**config.mk**
```make
export PLATFORM = sky130hd
export DESIGN_NAME = crc16fc_core
export DESIGN_NICKNAME = d
export VERILOG_FILES = /design/src/crc16fc_pkg.sv /design/src/crc16fc_core.sv
export VERILOG_INCLUDE_DIRS = /design/src /design/src/src
export SDC_FILE = /design/constraint.sdc
export NUM_CORES = 1
export LEC_CHECK = 0
export BUFFER_PORTS_ARGS = -buffer_cell sky130_fd_sc_hd__buf_2
export CORE_MARGIN = 8
export CORE_UTILIZATION = 40
export DETAILED_ROUTE_END_ITERATION = 10
export PLACE_DENSITY = 0.71
export SYNTH_ARGS = -nofsm -noshare
export SYNTH_HDL_FRONTEND = slang
export SYNTH_SLANG_ARGS = --single-unit
```
**constraint.sdc**
```tcl
create_clock -name aclk -period 3.35 [get_ports aclk]
set_clock_uncertainty 0.15 [all_clocks]
set_input_delay 0 -clock aclk [delete_from_list [all_inputs] [get_ports aclk]]
set_output_delay 0 -clock aclk [all_outputs]
set_load 0.01 [all_outputs]
```
**src/crc16_frame_checker_assert.svh**
```systemverilog
// ============================================================================
// CRC-16 frame checker assertion macros
// Shared assertion forms for the frame checker, clocked on aclk and
// disabled while aresetn is low.
// ============================================================================
`ifndef CRC16_FRAME_CHECKER_ASSERT_SVH
`define CRC16_FRAME_CHECKER_ASSERT_SVH

// The consequent must hold in the same cycle as the antecedent.
`define CRC16FC_ASSERT_SAME(label, ante, cons, msg) \
    label: assert property (@(posedge aclk) disable iff (!aresetn) \
        (ante) |-> (cons)) else $error(msg);

// The consequent must hold in the cycle after the antecedent.
`define CRC16FC_ASSERT_NEXT(label, ante, cons, msg) \
    label: assert property (@(posedge aclk) disable iff (!aresetn) \
        (ante) |=> (cons)) else $error(msg);

`endif

```
**src/crc16fc_pkg.sv**
```systemverilog
// ============================================================================
// CRC-16 frame checker package
// Types, codes and the CRC-16/MODBUS byte update shared by the checker.
// ============================================================================
package crc16fc_pkg;

    localparam logic [15:0] CRC_INIT = 16'hFFFF;
    localparam logic [15:0] CRC_POLY = 16'hA001;

    typedef enum logic [1:0] {
        CFG_START_MARKER = 2'd0,
        CFG_STOP_MARKER  = 2'd1,
        CFG_PAYLOAD_LEN  = 2'd2
    } cfg_index_t;

    typedef enum logic [2:0] {
        ST_OK           = 3'd0,
        ST_BAD_START    = 3'd1,
        ST_LEN_MISMATCH = 3'd2,
        ST_CRC_MISMATCH = 3'd3,
        ST_BAD_STOP     = 3'd4,
        ST_SHORT        = 3'd5
    } status_t;

    typedef enum logic [7:0] {
        PH_START   = 8'b0000_0001,
        PH_LEN_LO  = 8'b0000_0010,
        PH_LEN_HI  = 8'b0000_0100,
        PH_PAYLOAD = 8'b0000_1000,
        PH_CRC_LO  = 8'b0001_0000,
        PH_CRC_HI  = 8'b0010_0000,
        PH_STOP    = 8'b0100_0000,
        PH_DONE    = 8'b1000_0000
    } phase_t;

    typedef struct packed {
        logic [7:0]  start_marker;
        logic [7:0]  stop_marker;
        logic [15:0] expected_payload_len;
    } cfg_t;

    typedef struct packed {
        logic [7:0] payload_byte;
        logic       payload_valid;
        logic       frame_done;
        status_t    frame_status;
    } result_t;

    function automatic logic [15:0] crc16_update(input logic [15:0] crc,
                                                 input logic [7:0]  data);
        logic [15:0] c;
        c = crc ^ {8'h00, data};
        for (int k = 0; k < 8; k++) begin
            c = c[0] ? ((c >> 1) ^ CRC_POLY) : (c >> 1);
        end
        return c;
    endfunction

endpackage

```
**src/crc16fc_core.sv**
```systemverilog
// ============================================================================
// CRC-16 frame checker parser
// Frame state machine with running CRC; decides each item's result.
// ============================================================================
module crc16fc_core import crc16fc_pkg::*; (
    input  logic       aclk,
    input  logic       aresetn,
    input  cfg_t       cfg,
    input  logic       accept,
    input  logic [7:0] rx_byte,
    input  logic       end_of_datagram,
    output logic       has_result,
    output result_t    result
);

    `include "crc16_frame_checker_assert.svh"

    phase_t      phase_reg, phase_next;
    logic [15:0] position_reg, position_next;
    logic [7:0]  length_low_reg, length_low_next;
    logic [15:0] crc_reg, crc_next;
    logic [7:0]  crc_low_reg, crc_low_next;
    status_t     error_reg, error_next;

    logic [15:0] crc_step;
    logic [16:0] position_sum;

    assign crc_step     = crc16_update(crc_reg, rx_byte);
    assign position_sum = {1'b0, position_reg} + 17'd1;

    always_comb begin
        phase_next      = phase_reg;
        position_next   = position_reg;
        length_low_next = length_low_reg;
        crc_next        = crc_reg;
        crc_low_next    = crc_low_reg;
        error_next      = error_reg;
        result          = '{payload_byte: 8'h00, payload_valid: 1'b0,
                            frame_done: 1'b0, frame_status: ST_OK};

        if (error_reg == ST_OK) begin
            unique case (phase_reg)
                PH_START: begin
                    if (rx_byte != cfg.start_marker) begin
                        error_next = ST_BAD_START;
                    end else begin
                        phase_next = PH_LEN_LO;
                    end
                end
                PH_LEN_LO: begin
                    length_low_next = rx_byte;
                    crc_next        = crc_step;
                    phase_next      = PH_LEN_HI;
                end
                PH_LEN_HI: begin
                    crc_next = crc_step;
                    if ({rx_byte, length_low_reg} != cfg.expected_payload_len) begin
                        error_next = ST_LEN_MISMATCH;
                    end else begin
                        position_next = 16'h0000;
                        phase_next    = (cfg.expected_payload_len == 16'h0000)
                                        ? PH_CRC_LO : PH_PAYLOAD;
                    end
                end
                PH_PAYLOAD: begin
                    crc_next             = crc_step;
                    result.payload_valid = 1'b1;
                    result.payload_byte  = rx_byte;
                    position_next        = position_sum[15:0];
                    if (position_sum >= {1'b0, cfg.expected_payload_len}) begin
                        phase_next = PH_CRC_LO;
                    end
                end
                PH_CRC_LO: begin
                    crc_low_next = rx_byte;
                    phase_next   = PH_CRC_HI;
                end
                PH_CRC_HI: begin
                    if ({rx_byte, crc_low_reg} != crc_reg) begin
                        error_next = ST_CRC_MISMATCH;
                    end else begin
                        phase_next = PH_STOP;
                    end
                end
                PH_STOP: begin
                    if (rx_byte != cfg.stop_marker) begin
                        error_next = ST_BAD_STOP;
                    end else begin
                        phase_next = PH_DONE;
                    end
                end
                PH_DONE: ;
                default: ;
            endcase
        end

        if (end_of_datagram) begin
            result.frame_done = 1'b1;
            if (error_next != ST_OK) begin
                result.frame_status = error_next;
            end else if (phase_next == PH_DONE) begin
                result.frame_status = ST_OK;
            end else begin
                result.frame_status = ST_SHORT;
            end
            phase_next      = PH_START;
            position_next   = 16'h0000;
            length_low_next = 8'h00;
            crc_next        = CRC_INIT;
            crc_low_next    = 8'h00;
            error_next      = ST_OK;
        end

        has_result = result.payload_valid | result.frame_done;
    end

    always_ff @(posedge aclk) begin
        if (!aresetn) begin
            phase_reg      <= PH_START;
            position_reg   <= 16'h0000;
            length_low_reg <= 8'h00;
            crc_reg        <= CRC_INIT;
            crc_low_reg    <= 8'h00;
            error_reg      <= ST_OK;
        end else if (accept) begin
            phase_reg      <= phase_next;
            position_reg   <= position_next;
            length_low_reg <= length_low_next;
            crc_reg        <= crc_next;
            crc_low_reg    <= crc_low_next;
            error_reg      <= error_next;
        end
    end

    `CRC16FC_ASSERT_NEXT(a_clear_after_end, accept && end_of_datagram, phase_reg == PH_START && error_reg == ST_OK && crc_reg == CRC_INIT, "Frame state not cleared after datagram end.")
    `CRC16FC_ASSERT_SAME(a_ok_needs_done, result.frame_done && result.frame_status == ST_OK, error_reg == ST_OK && (phase_reg == PH_DONE || phase_reg == PH_STOP), "Good status without a complete frame.")
    `CRC16FC_ASSERT_SAME(a_payload_phase, result.payload_valid, phase_reg == PH_PAYLOAD && error_reg == ST_OK, "Payload item outside the payload phase.")

endmodule

```
======== Yosys cells after proc, flatten, opt, wreduce, memory -nomap -nowiden ========
Index checks and enable logic that the tools add are counted.
word-level totals
  bits in registers ....................... 59
  bits of input ports ..................... 44
  output and inout port bits .............. 14
  logic and storage cells ................. 86
cells by class
  add/subtract/negate cells ............... 1
  order comparisons ....................... 1
  equal/unequal tests ..................... 13
  mux-type cells .......................... 42
  bitwise operators ....................... 10
  reductions and logical operators ........ 13
operator list
  operator                 count
  $mux W16                 14
  $mux W8                  13
  $pmux W8 S7              1
  $ne A16 B16 Y1           2
  $pmux W16 S2             1
  $mux W3                  8
  $not A2 Y3               8
  $mux W9                  2
  $add A16 B1 Y17 const B  1
  $ge A17 B16 Y1           1
  $logic_not A16 Y1        1
  $ne A8 B8 Y1             2
  $xor A16 B8 Y16          1
  $pmux W3 S4              1
  $reduce_and A3 Y1        3
  $eq A8 B1 Y1 const B     1
  $eq A8 B2 Y1 const B     1
  $eq A8 B3 Y1 const B     1
  $eq A8 B4 Y1 const B     1
  $eq A8 B5 Y1 const B     1
  $eq A8 B6 Y1 const B     1
  $eq A8 B7 Y1 const B     1
  $eq A8 B8 Y1 const B     1
  $reduce_bool A2 Y1       4
  other kinds (8)          9

======== Longest topological paths before layout ========
Gate-level depths: netlist of the first run.
  depth in word-level cells ............... 20
  depth in mapped cells ................... 14
  mapped depth without buffers ............ 14

======== Worst setup path after synthesis of the first run ========
Ideal clock, no wire load.
  kind .................................... register to output
  start point ............................. register position_reg[2]
  end point ............................... output port result[0] (netlist bit)
  arrival ................................. 3.165 ns
  required time ........................... 3.200 ns
  path slack .............................. 0.035 ns
  cell stages (with the launch flop) ...... 15
  cells stage by stage .................... dfxtp_1 -> nand3_1 -> nor3_1 -> nand2_1 -> nor2_1 -> xnor2_1 -> ha_1 -> nand3_1 -> nor4_1 -> a211o_2 -> a2111oi_2 -> nor4bb_1 -> o22ai_1 -> o41ai_2 -> nor2_1
RTL lines
  what                      line                 RTL
  start: declaration        crc16fc_core.sv:19   logic [15:0] position_reg, position_next;
  start signal: assignment  crc16fc_core.sv:127  position_reg <= position_next;
  end: declaration          crc16fc_core.sv:13   output result_t result

==> impl_metrics.tcl, run 1 <==
set metrics [dict create \
    worstHoldPathType "primary input to flop" \
    setup_ws_ps -511 \
    port-buffer-count 57 \
    crit_path_end_kind "output pin" \
    cts_tree "done" \
    wl_um 13600 \
    avgSynthCellArea_sq_um 8.30 \
    place_congestion 0.906 \
    cp.required_ps 3200 \
    synth-simple-area-share_pct 28.3 \
    num-nets-final 685 \
    drc_errors 0 \
    syn_inst 538 \
    hold_path_depth 6 \
    cts.path.max_buffers 2 \
    period_share_pct 115 \
    antenna_found_initial 0 \
    pin_count 58 \
    detailed_place.area_sq_um 5020 \
    irDropWorstVdd_mv 0.181 \
    coreArea_sq_um 10900 \
    multi_input_area_sq_um 3300 \
    hold_start "cfg[31]" \
    grt_max_degree 57 \
    worstMarginPinSlew_ps 1100 \
    crit_path_start_kind "flop" \
    die-width_um 122 \
    final_util_pct 51.5 \
    crit_arrival_ps 3710 \
    vias_per_cell 5.53 \
    slew_headroom_pct 25.9 \
    hpwl_um 9740 \
    synthArstFlopShare_pct 0 \
    syn_area_sq_um 4470 \
    drive_gt1_share_pct 29.3 \
    track_usage_pct 18.4 \
    yosysTopAreaCell "dfxtp_1" \
    grt-ovfl-total 0 \
    nFillCells 989 \
    p_per_area_nw_per_um2 292 \
    seq_area_frac_synth_pct 26.4 \
    rsz0062_at_grt "yes" \
    antenna_cells 0 \
    ys_types 61 \
    layout_commonest_cell "buf_2" \
    final-setup-viol-count 5 \
    ys_ff_latch 59 \
    r2r-start "position_reg[5]" \
    r2r_end "phase_reg[6]" \
    synth_top_cell_area_share_pct 26.4 \
    synth_mux_area_share_pct 6.30 \
    ys.warnings.count 0 \
    rows 38 \
    htree_levels 3 \
    synth_edf_count 0 \
    synth_adder_area_share_pct 4.76 \
    register_area_sq_um 1190 \
    grt_pass1_wl_um 21700 \
    outcome "complete, but fails checks" \
    hold_path_end "phase_reg[1]" \
    initialDrtViolationCount 281 \
    cts_sinks 59 \
    area_growth_pct 25.4 \
    finalHoldViolCount 0 \
    dr.pass1.iters 5 \
    final_cell_mix "buf_2 (57), dfxtp_1 (52), xnor2_1 (51)" \
    critPathMaxFanout 4 \
    cts_buffers 9 \
    synth_compound_area_share_pct 11.1 \
    ant_nets 0 \
    fp.dieH_um 122 \
    die_area_sq_um 14800 \
    path_class "flop to output pin" \
    cts.clk_slew.worst_paths_ps 80 \
    leakagePower_nw 2.31 \
    fmax_mhz 259 \
    place_ws_ps -416 \
    final_cell_area_sq_um 5600 \
    reg2reg_slack_ps -460 \
    drv_slew 0 \
    wl_per_cell_um 17.7 \
    netlist_top_cells_area "dfxtp_1 (26%), xnor2_1 (11%), xor2_1 (6.3%)" \
    fin_tns_setup_ps -1570 \
    ff2ff_path_depth 21 \
    synth_xor_area_share_pct 17.3 \
    grt_pass1_vias 4388 \
    violations "negative setup slack" \
    initial_core_util_pct 41.0 \
    synth_top_family_by_area "simple AND/OR/NAND/NOR gates" \
    synth_nets 599 \
    drv_cap 0 \
    clk_latency_ps 360 \
    vias 4249 \
    layout_min_cycle_time_ps 3860 \
    cts_root_buf "clkbuf_8" \
    synth-main-ff-cell "dfxtp_1" \
]
## per-layer routing
layer | track usage, % | up-vias | part of all wire [%]
li1 | - | 2043 | -
met1 | 21.8 | 2032 | 43
met2 | 31.4 | 143 | 49
met3 | 4.40 | 31 | 5.3
met4 | 7.32 | 0 | 2.6
met5 | 0 | - | 0
## worst max path at each step
stage,from,end,slack [ps],cells past startpoint
6_report,position_reg[5],result[0],-510,16
5_1_grt,position_reg[4],result[0],-640,17
4_1_cts,position_reg[1],result[0],-470,16
3_5_place_dp,position_reg[0],result[0],-420,16
3_3_place_gp,position_reg[5],result[0],-290,16
2_1_floorplan,position_reg[2],result[0],30,14
## area by class of cell
class / instances / share of cell area (%)
clock buffers: 9 / 2.21
clock inverters: 7 / 0.938
inverters: 22 / 1.47
multi-input cells: 427 / 58.8
flip-flops and latches: 59 / 21.3
well taps: 140 / 3.13
repair buffers: 105 / 12.1
## cell usage after synthesis (all sizes together), types with 2 or more instances
master / n
nand2b: 2
xor2: 32
and4: 3
nand3: 14
clkbuf: 16
o21a: 3
nor3: 25
o41ai: 2
nand2: 19
mux2i: 27
a31oi: 2
or3: 2
inv: 22
xnor2: 56
nor2: 50
nor3b: 4
a2111oi: 3
a21o: 2
and2: 22
a21boi: 4
nor4: 15
ha: 17
nor2b: 40
a41oi: 2
a21oi: 14
nand4: 17
a22oi: 4
nand4b: 3
o2bb2ai: 2
o21ai: 27
buf: 14
dfxtp: 59
## through the flow
stage | std cells | power (mW) | hold slack, ps
6_report | 769 | 1.64 | 4.68
5_1_grt | 769 | 1.71 | 25.1
4_1_cts | 766 | 1.65 | 22.2
3_5_place_dp | 741 | 1.04 | 263
3_3_place_gp | 741 | 1.03 | 258
2_1_floorplan | 538 | 0.954 | -58.2
## worst max-delay path, stage by stage, from the launching register on
cell      delay, ps
dfxtp_2         360
nand4_4         150
buf_6           170
nor2_4           90
nand2_2          80
xnor2_2         150
ha_1            320
nand4_1         180
inv_1            60
a2111o_1        410
and2_4          170
o41ai_4         330
buf_4           170
nand3_4          60
o41ai_4         410
nor2_1           90
buf_2           150
## cell families after synthesis
family / after synthesis
and+or+nand+nor: 221
xor gates and xnor gates: 88
AOI/OAI and AO/OA: 73
DFF: 59
buffers and inverters: 52
muxes: 28
adders and majority gates: 17
## report_power, final
part / internal, mW / leakage, nW / switching (mW)
logic: 0.134 / 1.73 / 0.172
clock network: 0.273 / 0.0900 / 0.331
registers: 0.714 / 0.482 / 0.0143
total: 1.12 / 2.31 / 0.517
## repair_timing
item / 4_1_cts / 5_1_grt
hold buffers: 1 / 0
resized for setup: 42 / 26
hold endpoints to repair: 8 / 0
pin swaps: 24 / 23
endpoints found under the setup margin: 7 / 8
buffers inserted: 8 / 4
(Power assumes the default switching activity.)
==> run 2: changes to the inputs <==
ABC_AREA = 0   (was unset)
CTS_BUF_LIST = sky130_fd_sc_hd__clkbuf_16   (was unset)
==> run 2 against run 1 <==
Compared with the run above:
- the flow still finishes with violations (negative setup slack)
- combinational power hardly changed
- sequential share of layout area is 0.12 points lower
- final area is 0.27% higher
- wire length is 0.16% lower
- register-to-register slack better by 100 ps
- highest routed layer unchanged
==> impl_metrics.tcl, run 2 (synthesis results as in run 1) <==
set metrics [dict create \
    outcome "complete, but fails checks" \
    violations "negative setup slack" \
    vias 4223 \
    crit_path_top_delay_cell "a2111o_1" \
    final_cell_mix "buf_2 (57), dfxtp_1 (53), xnor2_1 (52)" \
    irDropWorstVdd_mv 0.305 \
    worstHoldPathType "primary input to flop" \
    cts_tree "done" \
    ant_nets 0 \
    grt_pass1_vias 4441 \
    vias_per_cell 5.51 \
    worstMarginPinSlew_ps 1080 \
    cts_root_buf "clkbuf_16" \
    critPathMaxFanout 4 \
    fmax_mhz 259 \
    clk_latency_ps 330 \
    area_growth_pct 25.8 \
    final_util_pct 51.6 \
    wl_per_cell_um 17.7 \
    cp_top_family "simple AND/OR/NAND/NOR gates" \
    track_usage_pct 18.4 \
    dp.cells 741 \
    cp.required_ps 3200 \
    period_share_pct 115 \
    crit_path_cell_trace "nand4_4, buf_6, nor2_4, nand2_2, xnor2_2, ha_1, nand4_1, inv_1, a2111o_1, buf_6, a2111oi_4, buf_4, nor3_2, nor2_1, o41ai_4, nor2_1, buf_2" \
    antenna_cells 0 \
    path_class "flop to output pin" \
    initialDrtViolationCount 234 \
    rsz0062_at_grt "yes" \
    setup_ws_ps -509 \
    drc_errors 0 \
    rows 38 \
    antenna_found_initial 0 \
    cts_sinks 59 \
    htree_levels 3 \
    fin_hold_ws_ps 33.2 \
    grt_max_degree 57 \
    crit_path_start_kind "flop" \
    layout_commonest_cell "buf_2" \
    fp.dieH_um 122 \
    max_stage_delay_ps 410 \
    final-setup-viol-count 6 \
    grt_pass1_wl_um 21700 \
    dr.pass1.iters 4 \
    cts.clk_slew.worst_paths_ps 60 \
    drv_cap 0 \
    crit_arrival_ps 3710 \
    place_ws_ps -416 \
    cts_buffers 9 \
    num-nets-final 683 \
    pin_count 58 \
    port-buffer-count 57 \
    finalHoldViolCount 0 \
    crit_buf_inv 5 \
    drv_slew 0 \
    initial_core_util_pct 41.0 \
    place_congestion 0.906 \
    fin_tns_setup_ps -1530 \
    coreArea_sq_um 10900 \
    die_area_sq_um 14800 \
    slew_headroom_pct 27.7 \
    leakagePower_nw 2.32 \
    grt-ovfl-total 0 \
    stdcell_count 767 \
    hpwl_um 9740 \
    layout_min_cycle_time_ps 3860 \
    crit_path_end_kind "output pin" \
    die-width_um 122 \
    drive_gt1_share_pct 27.9 \
    p_per_area_nw_per_um2 338 \
    wl_um 13600 \
    cts.path.max_buffers 2 \
]
==> run 2: changes by cell type in the layout (fill, tap and decap cells not counted), sizes merged <==
cell  previous run  this run
buf            104       102
==> run 2: report_power, final <==
group	internal (mW)	switching [mW]	total [mW]
clock	0.505	0.360	0.864
combinational	0.133	0.171	0.304
sequential	0.716	0.0143	0.730
==> run 2: cell type report <==
type | count | area (sq um)
fillers | 995 | 5270
multi-input cells | 427 | 3240
flip-flops and latches | 59 | 1190
repair buffers | 103 | 652
clock buffers | 9 | 225
well taps | 140 | 175
inverters | 22 | 82.6
clock inverters | 7 | 52.6
==> run 2: per-stage QoR <==
step / total power [mW] / area, sq um
after CTS: 1.91 / 5550
after global routing: 1.97 / 5620
final: 1.90 / 5620
after floorplan: 0.954 / 4470
after global placement: 1.03 / 5020
after detailed placement: 1.04 / 5020
==> run 2: what timing repair did <==
action                     4_1_cts  5_1_grt
gates cloned                     0        0
setup endpoints to repair        7        8
setup buffers                    7        2
hold endpoints to repair         3        0
resized for setup               41       13
pin swaps                       22        7
hold buffers                     1        0
==> run 2: final timing paths <==
| check | startpoint | endpoint | slack [ps] | depth (start not counted) |
|---|---|---|---|---|
| worst max-delay path | position_reg[5] | result[0] | -510 | 17 |
| worst min-delay path | cfg[31] | phase_reg[1] | 30 | 6 |
| worst max register to register | position_reg[1] | phase_reg[6] | -360 | 20 |
| worst min register to register | error_reg[2] | error_reg[2] | 380 | 2 |
==> run 2: worst register-to-register path, delay by kind of cell, from the launching register on <==
kind | cells | cell delay [ps]
compound gates | 4 | 770
xor+xnor | 1 | 160
fa+ha+maj | 2 | 490
buf+inv | 7 | 1010
flops | 1 | 360
simple gates | 6 | 640
==> run 2: metal layers <==
metal	vias up	routed length (um)	track usage, %
met4	0	387	7.56
met3	33	634	4.03
met2	135	6650	32.2
met1	2021	5890	21.3
met5	-	0	0
li1	2034	-	-
==> run 3: changes to the inputs <==
PLACE_DENSITY = 0.69   (was 0.71)
clock period = 4.6 ns   (was 3.35 ns; I/O delays follow)
==> run 3 against run 2 <==
Compared with the run above:
- largest cell class unchanged
- die area unchanged
- core utilization decreased by 5.3 points
- the run now ends clean
- highest routed layer unchanged
- sequential cell count unchanged
- critical path type unchanged
==> impl_metrics.tcl, run 3 (synthesis results as in run 1) <==
set metrics [dict create \
    hpwl_um 9370 \
    final_cell_mix "dfxtp_1 (59), buf_2 (57), xnor2_1 (56)" \
    crit_arrival_ps 4090 \
    stdcell_count 722 \
    fin_tns_setup_ps 0 \
    cts.path.max_buffers 2 \
    dr.pass1.iters 4 \
    rows 38 \
    crit_path_top_delay_cell "o41ai_2" \
    max_stage_delay_ps 470 \
    irDropWorstVdd_mv 0.139 \
    die-width_um 122 \
    path_class "flop to output pin" \
    nFillCells 1057 \
    drv_slew 0 \
    track_usage_pct 17.8 \
    coreArea_sq_um 10900 \
    initialDrtViolationCount 237 \
    grt_max_degree 57 \
    htree_levels 3 \
    critPathMaxFanout 5 \
    vias 3963 \
    detailed_place.area_sq_um 4750 \
    layout_commonest_cell "dfxtp_1" \
    p_per_area_nw_per_um2 275 \
    cts_root_buf "clkbuf_16" \
    slew_headroom_pct 21.7 \
    cts_sinks 59 \
    rsz0062_at_grt "no" \
    initial_core_util_pct 41.0 \
    cp_top_family "simple AND/OR/NAND/NOR gates" \
    drv_cap 0 \
    num-nets-final 638 \
    fmax_mhz 236 \
    crit_path_end_kind "output pin" \
    outcome "finished, final reports clean" \
    clk_latency_ps 340 \
    drive_gt1_share_pct 16.2 \
    crit_path_cell_trace "ha_1, nand2_1, nor3_2, nand3_1, xnor2_1, ha_1, nand4_1, nor4_1, a211o_2, a2111oi_2, nor4bb_1, o22ai_1, o41ai_2, nor2_1, buf_2" \
    drc_errors 0 \
    final-setup-viol-count 0 \
    antenna_cells 0 \
    wl_per_cell_um 17.5 \
    cts_tree "done" \
    cts.clk_slew.worst_paths_ps 60 \
    pin_count 58 \
    fp.dieH_um 122 \
    final_util_pct 46.3 \
    ant_nets 0 \
    crit_path_frequent_cell "ha_1" \
    worstMarginPinSlew_ps 1170 \
    wl_um 12600 \
    layout_min_cycle_time_ps 4240 \
    crit_buf_inv 1 \
    die_area_sq_um 14800 \
    finalHoldViolCount 0 \
    period_share_pct 92.2 \
    crit_path_start_kind "flop" \
    cp.required_ps 4450 \
    grt_pass1_vias 4159 \
    grt_pass1_wl_um 21000 \
    worstHoldPathType "primary input to flop" \
    antenna_found_initial 0 \
    leakagePower_nw 1.97 \
    final_cell_area_sq_um 5040 \
    grt-ovfl-total 0 \
    vias_per_cell 5.49 \
    fin_hold_ws_ps 20.9 \
    dp.cells 705 \
    place_congestion 0.916 \
    port-buffer-count 57 \
    cts_buffers 9 \
    area_growth_pct 12.9 \
]
-- run 3: changes by cell type in the layout (fill, tap and decap cells not counted), moves of 3 or more --
| cell | previous run | this run |
|---|---|---|
| xnor2_1 | 52 | 56 |
| a21oi_1 | 11 | 14 |
| buf_6 | 5 | 0 |
| buf_4 | 40 | 0 |
| nor3_1 | 20 | 23 |
| dfxtp_2 | 5 | 0 |
| nor2_1 | 41 | 47 |
| a21oi_2 | 3 | 0 |
| nor2_2 | 6 | 2 |
| dfxtp_1 | 53 | 59 |
| xnor2_2 | 4 | 0 |
-- run 3: per-stage QoR --
stage	setup slack [ps]	total power [mW]
after floorplan	1280	0.695
after global placement	885	0.747
after detailed placement	769	0.753
after CTS	402	1.40
after global routing	71.2	1.44
final	359	1.39
-- run 3: area by class of cell --
type,count,area [sq um],area share (%)
clock buffers,9,225,4.47
clock inverters,7,56.3,1.12
inverters,22,82.6,1.64
multi-input cells,427,3030,60.0
flip-flops and latches,59,1180,23.4
well taps,140,175,3.47
repair buffers,58,295,5.85
-- run 3: power breakdown --
| part | switching [mW] | internal (mW) |
|---|---|---|
| sequential | 0.0100 | 0.522 |
| combinational | 0.121 | 0.0904 |
| clock | 0.275 | 0.372 |
-- run 3: routing by layer --
layer  wire length, um  GRT usage, %
met1              5550          21.3
met2              6090          29.6
met4               384          7.94
met3               623          4.35
met5                 0             0
-- run 3: repair_timing --
item,4_1_cts,5_1_grt
hold buffers,1,0
setup buffers,0,0
resized for setup,0,1
endpoints found under the setup margin,0,2
hold endpoints to repair,5,0
-- run 3: worst min-delay path, cell delays in order --
cell     delay (ps)
buf_2            80
xnor2_1          60
nand4_1          90
nor4_1           70
a21oi_1         110
nor2b_1          50
-- run 3: final timing paths --
path / endpoint / cells after the start / slack, ps / from
max reg2reg: phase_reg[6] / 14 / 930 / position_reg[0]
min reg2reg: position_reg[1] / 2 / 370 / position_reg[1]
min: phase_reg[1] / 6 / 20 / cfg[25]
max: result[0] / 15 / 360 / position_reg[0]
